[src/rtl/scnf_pkg.sv]
package scnf_pkg;

    localparam int DELAY_DEPTH = 2048;
    localparam int ADDR_W      = $clog2(DELAY_DEPTH);
    localparam int SAMPLE_W    = 16;
    localparam int PERIOD_W    = 11;
    localparam int ENABLE_W    = 2;
    localparam int CFG_IDX_W   = 1;
    localparam int CFG_DATA_W  = 11;
    localparam int PROD_W      = 32;
    localparam int STEP_W      = 3;

    localparam logic [PERIOD_W-1:0] PERIOD_RESET = PERIOD_W'(960);
    localparam logic [ENABLE_W-1:0] ENABLE_RESET = 2'b11;

    // Q15 coefficients, held as 17-bit signed so they stay positive
    localparam logic signed [16:0] COEF_B = 17'sd31785;
    localparam logic signed [16:0] COEF_R = 17'sd30802;

    localparam logic [CFG_IDX_W-1:0] REG_DELAY_PERIOD  = 1'b0;
    localparam logic [CFG_IDX_W-1:0] REG_FILTER_ENABLE = 1'b1;

    // step conditions: hold the step until the condition is met
    localparam logic [1:0] COND_ALWAYS   = 2'd0;
    localparam logic [1:0] COND_IN_VALID = 2'd1;
    localparam logic [1:0] COND_OUT_FREE = 2'd2;

    localparam logic CH_LEFT  = 1'b0;
    localparam logic CH_RIGHT = 1'b1;

    typedef struct packed {
        logic [1:0] cond;
        logic       restart;   // go back to step 0 instead of stepping on
        logic       latch_in;  // capture samples, issue delay-line read
        logic       mul_en;
        logic       mul_fb;    // 0: b * x, 1: r * y
        logic       mul_ch;
        logic       ld_x0;
        logic       x0_ch;
        logic       ld_y;
        logic       y_ch;
        logic       ld_w;
        logic       w_ch;
        logic       commit;    // write delay line, advance pointer, load output
    } ctrl_word_t;

    typedef struct packed {
        logic in_valid;
        logic out_free;
    } seq_status_t;

    function automatic ctrl_word_t microcode(input logic [STEP_W-1:0] step);
        ctrl_word_t w;
        w = '0;
        case (step)
            3'd0:
            begin
                w.cond     = COND_IN_VALID;
                w.latch_in = 1'b1;
            end
            3'd1:
            begin
                w.mul_en = 1'b1;
                w.mul_ch = CH_LEFT;
            end
            3'd2:
            begin
                w.ld_x0  = 1'b1;
                w.x0_ch  = CH_LEFT;
                w.mul_en = 1'b1;
                w.mul_ch = CH_RIGHT;
            end
            3'd3:
            begin
                w.ld_x0 = 1'b1;
                w.x0_ch = CH_RIGHT;
                w.ld_y  = 1'b1;
                w.y_ch  = CH_LEFT;
            end
            3'd4:
            begin
                w.ld_y   = 1'b1;
                w.y_ch   = CH_RIGHT;
                w.mul_en = 1'b1;
                w.mul_fb = 1'b1;
                w.mul_ch = CH_LEFT;
            end
            3'd5:
            begin
                w.ld_w   = 1'b1;
                w.w_ch   = CH_LEFT;
                w.mul_en = 1'b1;
                w.mul_fb = 1'b1;
                w.mul_ch = CH_RIGHT;
            end
            3'd6:
            begin
                w.ld_w = 1'b1;
                w.w_ch = CH_RIGHT;
            end
            default:
            begin
                w.cond    = COND_OUT_FREE;
                w.commit  = 1'b1;
                w.restart = 1'b1;
            end
        endcase
        return w;
    endfunction

    function automatic logic signed [SAMPLE_W-1:0] sat16(input logic signed [17:0] v);
        if (v > 18'sd32767)
            return 16'sh7fff;
        else if (v < -18'sd32768)
            return 16'sh8000;
        else
            return v[SAMPLE_W-1:0];
    endfunction

endpackage

[src/rtl/scnf_seq.sv]
module scnf_seq (
    input  logic                 clk,
    input  logic                 rst_n,
    input  scnf_pkg::seq_status_t status,
    output scnf_pkg::ctrl_word_t  act,
    output logic                 in_ready
);
    import scnf_pkg::*;

    logic [STEP_W-1:0] step_reg;
    logic [STEP_W-1:0] step_next;
    ctrl_word_t        word;
    logic              go;

    assign word = microcode(step_reg);

    always_comb
    begin
        unique case (word.cond)
            COND_IN_VALID: go = status.in_valid;
            COND_OUT_FREE: go = status.out_free;
            default:       go = 1'b1;
        endcase
    end

    assign in_ready = (word.cond == COND_IN_VALID);
    assign act      = go ? word : '0;

    always_comb
    begin
        step_next = step_reg;
        if (go)
        begin
            if (word.restart)
                step_next = '0;
            else
                step_next = step_reg + STEP_W'(1);
        end
    end

    always_ff @(posedge clk or negedge rst_n)
    begin
        if (!rst_n)
            step_reg <= '0;
        else
            step_reg <= step_next;
    end

endmodule

[config.mk]
export PLATFORM = sky130hd
export DESIGN_NAME = scnf_seq
export DESIGN_NICKNAME = d
export VERILOG_FILES = /design/src/rtl/scnf_pkg.sv /design/src/rtl/scnf_seq.sv
export SDC_FILE = /design/constraint.sdc
export NUM_CORES = 1
export LEC_CHECK = 0
export BUFFER_PORTS_ARGS = -buffer_cell sky130_fd_sc_hd__buf_4
export CAP_MARGIN = 20
export CELL_PAD_IN_SITES_DETAIL_PLACEMENT = 0
export CELL_PAD_IN_SITES_GLOBAL_PLACEMENT = 1
export CORE_AREA = 5 5 42 44
export DETAILED_ROUTE_END_ITERATION = 6
export DIE_AREA = 0 0 47 49
export MAX_ROUTING_LAYER = met4
export PLACE_DENSITY_LB_ADDON = 0.1
export SLEW_MARGIN = 25
export SYNTH_ARGS = -nofsm -noshare
export SYNTH_HDL_FRONTEND = slang
export SYNTH_SLANG_ARGS = --single-unit
[constraint.sdc]
create_clock -name clk -period 3.3 [get_ports clk]
set_clock_uncertainty 0.15 [all_clocks]
set_input_delay 0.33 -clock clk [delete_from_list [all_inputs] [get_ports clk]]
set_output_delay 0.33 -clock clk [all_outputs]
set_load 0.05 [all_outputs]
==> results.cfg, run 1 <==
[outcome]
status = complete, no violations

[final_layout]
finish.utilization_pct = 39.3
nNetsFinal = 77
num_antenna_cells = 0
area_delta_synth_final_pct = 45.7
largest_reg_flops = 3
drive_gt1_share_pct = 34.8
final_cell_area_um2 = 551

[clock_tree]
cts_buffers = 3
cts_resized = 0
hold_buffers = 1
clkSlewWorstSetupHoldPaths_ns = 0.04
cts-root-buf = clkbuf_4
postCtsSetupBuffers = 0
cts_max_level = 1
cts_sinks = 3
clk_latency_ns = 0.24
cts_buffer_depth = 2
cts_tree = done

[timing]
maxSlewViolCount = 0
setup-tns-final_ns = 0
finalCritPeriodShare_pct = 84.3
finalHoldViolations = 0
setup_viol_count_final = 0
grt_setup_unrepaired = false
fmaxAchievable_mhz = 359
slew_headroom_pct = 81.7
worst_pin_slew_ns = 0.274
min_period_ns = 2.78

[floorplan]
die_height_um = 49
rows = 14
boundaryPins = 19
start_util_pct = 27.0
die_w_um = 47
dieArea_um2 = 2300
core_um2 = 1400

[synth]
yosysSeqAreaShare_pct = 19.9
synth_area_um2 = 378
syn_nets = 56
ys_warn_count = 0
synthFlopType = dfrtp_1
post-synth-top-count-cell = nor2_1
syn_inst = 46
synth_area_leaders = dfrtp_1 20%, ha_1 20%, mux2i_1 11%, nor2_1 8.9%, inv_1 6.0%
synth_common_cells = 9 x nor2_1, 6 x ha_1, 6 x inv_1
avgSynthCellArea_um2 = 8.21
synth_top_area_share_pct = 19.9
ys_ff_latch = 3
async_reset_ff_share_pct = 100
yosys.area.top_type = dfrtp_1
synthDistinctLibCells = 18
synth-edff-count = 0

[hold_path]
hold_class = input port to async pin

[global_route]
antenna_found_initial = 0
overflow = 0
grt_pass1_wl_mm = 1.59
first_global_vias = 392
grt_max_degree = 9
grt_usage_pct = 9.61

[placement]
place_area_um2 = 514
dp.final_hpwl_um = 763
gp_congestion = 0.718
portBuffers = 18

[routing]
drc_errors = 0
dr.first_iter.drc_count = 8
avgRoutedWirePerCell_um = 11.9
ant_nets = 0
drt-vias-per-instance = 4.57
routed_wl_um = 975
vias = 375
drt-pass1-iter-count = 4

[setup_path]
r2r_end = step_reg[2]$_DFFE_PN0P_
reg2reg_from = step_reg[2]$_DFFE_PN0P_
reg2regPathDepth = 5
end_kind = output port
endpoint = act[5]
regToRegSetupSlack_ns = 1.16
critPathRequiredTime_ns = 2.82
crit_start = step_reg[2]$_DFFE_PN0P_
critPathArrivalTime_ns = 2.30
start_kind = flop
path_max_fanout = 8
critPathKind = flop to output port

[flow_run]
cap_violations = 0
-- layout by cell type, fill, tap and decap left out, types with 2 or more instances in the layout --
cell type / n
buf_4: 18
nand3b_1: 2
ha_1: 6
nand3_1: 2
dfrtp_1: 3
inv_1: 6
o21ai_0: 2
clkbuf_4: 3
nor2_1: 9
and2_1: 2
mux2i_1: 4
-- cells by family (layout without fill, tap and decap cells) --
logic type | Yosys count | count (layout) | synth area share, %
buffers and inverters | 9 | 29 | 10.9
flip-flops | 3 | 3 | 19.9
AND/OR/NAND/NOR | 19 | 19 | 27.5
multiplexers | 4 | 4 | 10.6
AO/OA/AOI/OAI | 5 | 5 | 11.3
adder cells (fa/ha/maj) | 6 | 6 | 19.9
-- how the worst min path moves through the flow --
stage | slack [ns] | end | cells past startpoint
after floorplan | -0.12 | step_reg[0]$_DFFE_PN0P_ | 0
after global placement | -0.03 | step_reg[2]$_DFFE_PN0P_ | 1
after detailed placement | -0.03 | step_reg[0]$_DFFE_PN0P_ | 1
after CTS | 0.26 | step_reg[1]$_DFFE_PN0P_ | 2
after global routing | 0.28 | step_reg[1]$_DFFE_PN0P_ | 2
final | 0.27 | step_reg[1]$_DFFE_PN0P_ | 2
-- area by class of cell --
cell class	instances	area (µm²)
Clock buffer	4	26.3
Fill cell	173	851
Inverter	6	22.5
Multi-Input combinational cell	34	262
Sequential cell	3	75.1
Tap cell	16	20.0
Timing Repair Buffer	19	145
-- critical path, cell delays in order, from the launching register on --
cell and delay [ns]:
dfrtp_1 0.49, inv_1 0.20, ha_1 0.25, or4_4 0.52, o22a_4 0.26, and2_1 0.16
buf_4 0.18
-- metrics by stage --
step	hold slack [ns]	instances	worst slack, ns
after CTS	0.263	82	0.502
after global placement	-0.0297	77	0.762
final	0.270	82	0.517
after global routing	0.284	82	0.420
after detailed placement	-0.0292	77	0.771
after floorplan	-0.116	46	0.368
-- per-layer routing --
layer | track usage [%] | routed length, µm
met4 | 6.91 | 22
met2 | 13.8 | 434
met1 | 11.7 | 416
met5 | - | 0
met3 | 1.48 | 101
Power of run 1 is not shown: default switching activity piles up to over one toggle a cycle in this logic, so the estimate is an artifact.
==> inputs of run 2 (changes only) <==
--- a/config.mk
+++ b/config.mk
@@ -9,9 +9,9 @@
 export CAP_MARGIN = 20
 export CELL_PAD_IN_SITES_DETAIL_PLACEMENT = 0
 export CELL_PAD_IN_SITES_GLOBAL_PLACEMENT = 1
-export CORE_AREA = 5 5 42 44
+export CORE_MARGIN = 5
+export CORE_UTILIZATION = 26
 export DETAILED_ROUTE_END_ITERATION = 6
-export DIE_AREA = 0 0 47 49
 export MAX_ROUTING_LAYER = met4
 export PLACE_DENSITY_LB_ADDON = 0.1
 export SLEW_MARGIN = 25
==> constraint.sdc (replaced) <==
create_clock -name clk -period 2.28 [get_ports clk]
set_clock_uncertainty 0.15 [all_clocks]
set_input_delay 0.228 -clock clk [delete_from_list [all_inputs] [get_ports clk]]
set_output_delay 0.228 -clock clk [all_outputs]
set_load 0.05 [all_outputs]
==> run 2 against run 1 <==
The run now ends with setup timing left; critical endpoint is now act[11]; die area up 0.54%; largest cell class unchanged; register-to-register slack worse by 1.0 ns; clock-buffer cell count unchanged; worst hold slack worse by 0.10 ns; worst setup slack worse by 0.65 ns; first-iteration DRC count down 75%; routed wire length up 9.2%; critical path depth unchanged; non-clock buffer count up 9; global-route usage up 0.62 points; final cell count up 9.8%.
==> results.cfg, run 2 (synthesized netlist as in run 1, its figures left out) <==
[global_route]
grt_max_degree = 8
overflow = 0
first_global_vias = 387
grt_pass1_wl_mm = 1.63
antenna_found_initial = 0
grt_usage_pct = 10.2

[routing]
drc_errors = 0
drt-vias-per-instance = 4.53
dr.first_iter.drc_count = 2
routed_wl_mm = 1.07
drt-pass1-iter-count = 2
avgRoutedWirePerCell_um = 11.8
vias = 408
ant_nets = 0

[setup_path]
critPathArrivalTime_ns = 2.03
reg2regPathDepth = 7
critPathKind = flop to output port
critPathRequiredTime_ns = 1.90
reg2reg_from = step_reg[1]$_DFFE_PN0P_
path_cells = ha_2, ha_4, or4_4, o22a_4, a21boi_4, buf_6
end_kind = output port
regToRegSetupSlack_ns = 0.13
path_max_fanout = 4
r2r_end = step_reg[1]$_DFFE_PN0P_
slowest_delay_ns = 0.51
start_kind = flop
crit_slowest_cell = or4_4

[clock_tree]
clkSlewWorstSetupHoldPaths_ns = 0.03
cts_tree = done
cts_max_level = 1
cts_buffer_depth = 2
cts-root-buf = clkbuf_4
cts_buffers = 3
clk_latency_ns = 0.23
cts_sinks = 3

[placement]
portBuffers = 18
gp_congestion = 0.745
dp_cells = 82
dp.final_hpwl_um = 824
dp_slack_ns = 0.0172
place_area_um2 = 569

[timing]
worst_pin_slew_ns = 0.258
slew_headroom_pct = 82.8
finalCritPeriodShare_pct = 106
min_period_ns = 2.41
setup_ws_ns = -0.132
finalHoldViolations = 0
setup-tns-final_ns = -0.480
maxSlewViolCount = 0
grt_setup_unrepaired = true
setup_viol_count_final = 4
fmaxAchievable_mhz = 415

[final_layout]
final_cell_mix = 23 x buf_4, 9 x nor2_1, 6 x inv_1
drive_gt1_share_pct = 48.0
area_delta_synth_final_pct = 75.8
largest_reg_flops = 3
nNetsFinal = 86
regArea_um2 = 75.1
num_antenna_cells = 0
layout_commonest_cell = buf_4
multi_input_area_um2 = 290
fillers = 138
final_cell_area_um2 = 664
instances_no_fill = 90

[floorplan]
rows = 13
die_height_um = 48.1
dieArea_um2 = 2320
core_um2 = 1330
boundaryPins = 19
die_w_um = 48.1
start_util_pct = 28.3

[hold_path]
hold_class = input port to async pin

[outcome]
status = finished with violations
violations = setup timing

[flow_run]
cap_violations = 0
run 2: repair_timing:
item	4_1_cts	5_1_grt
gates cloned	0	0
hold buffers	1	0
endpoints found under the setup margin	4	4
gates resized for setup	8	1
pin swaps	2	1
setup buffers	2	1
endpoints found under the hold margin	3	0
run 2: routing by layer:
layer  GRT usage, %  up-vias  share of wire, %
met5              -        -                 0
met4           4.84        0                 0
met2           17.7       13                49
met1           11.5      185                42
met3           1.48        0               8.9
li1               -      210                 -
run 2: worst max-delay path by stage:
stage                     cells past startpoint                     from       to
final                                         6  step_reg[1]$_DFFE_PN0P_  act[11]
after global placement                        6  step_reg[0]$_DFFE_PN0P_   act[5]
after global routing                          6  step_reg[1]$_DFFE_PN0P_  act[11]
after CTS                                     6  step_reg[1]$_DFFE_PN0P_  act[11]
after floorplan                               4  step_reg[1]$_DFFE_PN0P_  act[13]
after detailed placement                      6  step_reg[0]$_DFFE_PN0P_   act[5]
run 2: per-stage QoR:
stage | hold WS, ns | utilization [%]
2_1_floorplan | -0.218 | -
3_3_place_gp | -0.130 | 42.7
3_5_place_dp | -0.132 | 42.7
4_1_cts | 0.160 | 49.0
5_1_grt | 0.151 | 49.8
6_report | 0.167 | 49.8
run 2: area by class of cell:
type                    instances  area share (%)
repair buffers                 28            34.8
flip-flops and latches          3            11.3
multi-input cells              34            43.7
inverters                       6            3.39
well taps                      15            2.82
clock buffers                   4            3.95
run 2: worst max-delay path: cells and delay by family (launching register included):
kind / cells / cell delay (ns)
flops: 1 / 0.39
compound gates: 2 / 0.37
buf+inv: 1 / 0.16
fa+ha+maj: 2 / 0.38
simple gates: 1 / 0.51
Power of run 2 is left out for the same reason.
==> inputs of run 3 (changes only) <==
==> constraint.sdc (replaced) <==
create_clock -name clk -period 2.28 [get_ports clk]
set_clock_uncertainty 0.15 [all_clocks]
set_input_delay 0.456 -clock clk [delete_from_list [all_inputs] [get_ports clk]]
set_output_delay 0.456 -clock clk [all_outputs]
set_load 0.05 [all_outputs]
==> run 3 against run 2 <==
Final cell count rose by 6.7%; fmax fell by 5.6%; flip-flop and latch count did not move; the flow still finishes with violations (setup timing); critical endpoint is now act[0]; final area rose by 13%.
==> results.cfg, run 3 (synthesized netlist as in run 1, its figures left out) <==
[outcome]
status = finished with violations
violations = setup timing

[final_layout]
drive_gt1_share_pct = 63.0
final_cell_mix = 25 x buf_4, 7 x buf_6, 6 x nor2_1
layout_commonest_cell = buf_4
largest_reg_flops = 3
area_delta_synth_final_pct = 98.7
num_antenna_cells = 0
nNetsFinal = 92

[setup_path]
start_kind = flop
cpMostUsedCell = ha_2
critPathKind = flop to output port
crit_slowest_cell = or4_4
reg2reg_from = step_reg[0]$_DFFE_PN0P_
r2r_end = step_reg[1]$_DFFE_PN0P_
critPathArrivalTime_ns = 1.95
regToRegSetupSlack_ns = 0.19
path_max_fanout = 4
worst-path-buf-inv = 1
reg2regPathDepth = 7
end_kind = output port
critPathRequiredTime_ns = 1.67
endpoint = act[0]
crit_start = step_reg[0]$_DFFE_PN0P_
path_cells = ha_2, ha_2, or4_4, o22a_4, a21boi_4, buf_6
path_depth = 6
slowest_delay_ns = 0.42
cpLargestDelayFamily = simple AND/OR/NAND/NOR gates

[routing]
dr.first_iter.drc_count = 3
avgRoutedWirePerCell_um = 11.7
drt-pass1-iter-count = 4
drc_errors = 0
routed_wl_mm = 1.12
drt-vias-per-instance = 4.41
vias = 423
ant_nets = 0

[floorplan]
rows = 13
core_um2 = 1330
boundaryPins = 19
die_height_um = 48.1
die_w_um = 48.1
start_util_pct = 28.3
dieArea_um2 = 2320

[placement]
gp_congestion = 0.746
dp.final_hpwl_um = 838
portBuffers = 18

[timing]
finalHoldViolations = 0
maxSlewViolCount = 0
setup-tns-final_ns = -1.16
fmaxAchievable_mhz = 391
setup_viol_count_final = 5
slew_headroom_pct = 83.8
worst_hold_slack_ns = 0.402
finalCritPeriodShare_pct = 112
min_period_ns = 2.55
setup_ws_ns = -0.274
worst_pin_slew_ns = 0.243
grt_setup_unrepaired = true

[clock_tree]
cts_tree = done
clk_latency_ns = 0.23
cts_buffer_depth = 2
clkSlewWorstSetupHoldPaths_ns = 0.04
cts_max_level = 1
cts_sinks = 3
cts-root-buf = clkbuf_4
cts_buffers = 3

[hold_path]
hold_class = input port to async pin

[global_route]
grt_pass1_wl_mm = 1.55
antenna_found_initial = 0
overflow = 0
first_global_vias = 377
grt_usage_pct = 10.2
grt_max_degree = 8

[flow_run]
cap_violations = 0
==> run 3: cell types whose count changed in the layout (fill, tap and decap cells not counted), moves of 2 or more <==
| cell | previous run | this run |
|---|---|---|
| buf_6 | 3 | 7 |
| inv_1 | 6 | 3 |
| inv_2 | 0 | 3 |
| nor2_1 | 9 | 6 |
| buf_4 | 23 | 25 |
| ha_1 | 4 | 2 |
| ha_2 | 1 | 3 |
| nor2_4 | 0 | 2 |
==> run 3: area by class of cell <==
cell class,instances,area (µm²)
multi-input combinational,34,317
sequential,3,75.1
clock buffer,4,26.3
timing repair buffer,34,292
inverter,6,22.5
tap,15,18.8
fill,143,583
==> run 3: routing by layer <==
layer	wire length, µm	GRT usage, %	part of all wire (%)
met2	601	16.4	54
met5	0	-	0
met3	88	1.11	7.8
met1	433	11.9	39
met4	0	6.45	0
==> run 3: worst register-to-register path, cell delays in order, from the launching register on <==
cell and delay, ns:
dfrtp_1 0.40, ha_2 0.20, ha_2 0.17, or4_4 0.42, o22a_4 0.22, buf_4 0.13, buf_4 0.14, mux2i_1 0.17
==> run 3: how the worst min path moves through the flow <==
stage / slack (ns) / endpoint / start / depth (start not counted)
after floorplan: 0.01 / step_reg[0]$_DFFE_PN0P_ / rst_n / 0
final: 0.40 / step_reg[0]$_DFFE_PN0P_ / rst_n / 2
after global routing: 0.40 / step_reg[2]$_DFFE_PN0P_ / rst_n / 2
after global placement: 0.1 / step_reg[2]$_DFFE_PN0P_ / rst_n / 1
after detailed placement: 0.1 / step_reg[2]$_DFFE_PN0P_ / rst_n / 1
after CTS: 0.40 / step_reg[1]$_DFFE_PN0P_ / rst_n / 2
==> run 3: repair_timing <==
action,4_1_cts,5_1_grt
endpoints found under the setup margin,7,7
pin swaps,1,3
endpoints found under the hold margin,3,0
gates cloned,0,0
hold buffers,1,0
buffers inserted,1,3
gates resized for setup,11,7
==> run 3: metrics by stage <==
stage	setup slack (ns)	instances	util, %	area (µm²)
3_3_place_gp	-0.0716	87	46.5	621
5_1_grt	-0.323	96	56.3	751
6_report	-0.274	96	56.3	751
2_1_floorplan	-0.180	46	-	408
4_1_cts	-0.286	93	52.3	698
3_5_place_dp	-0.0731	87	46.5	621
Power of run 3 is left out for the same reason.
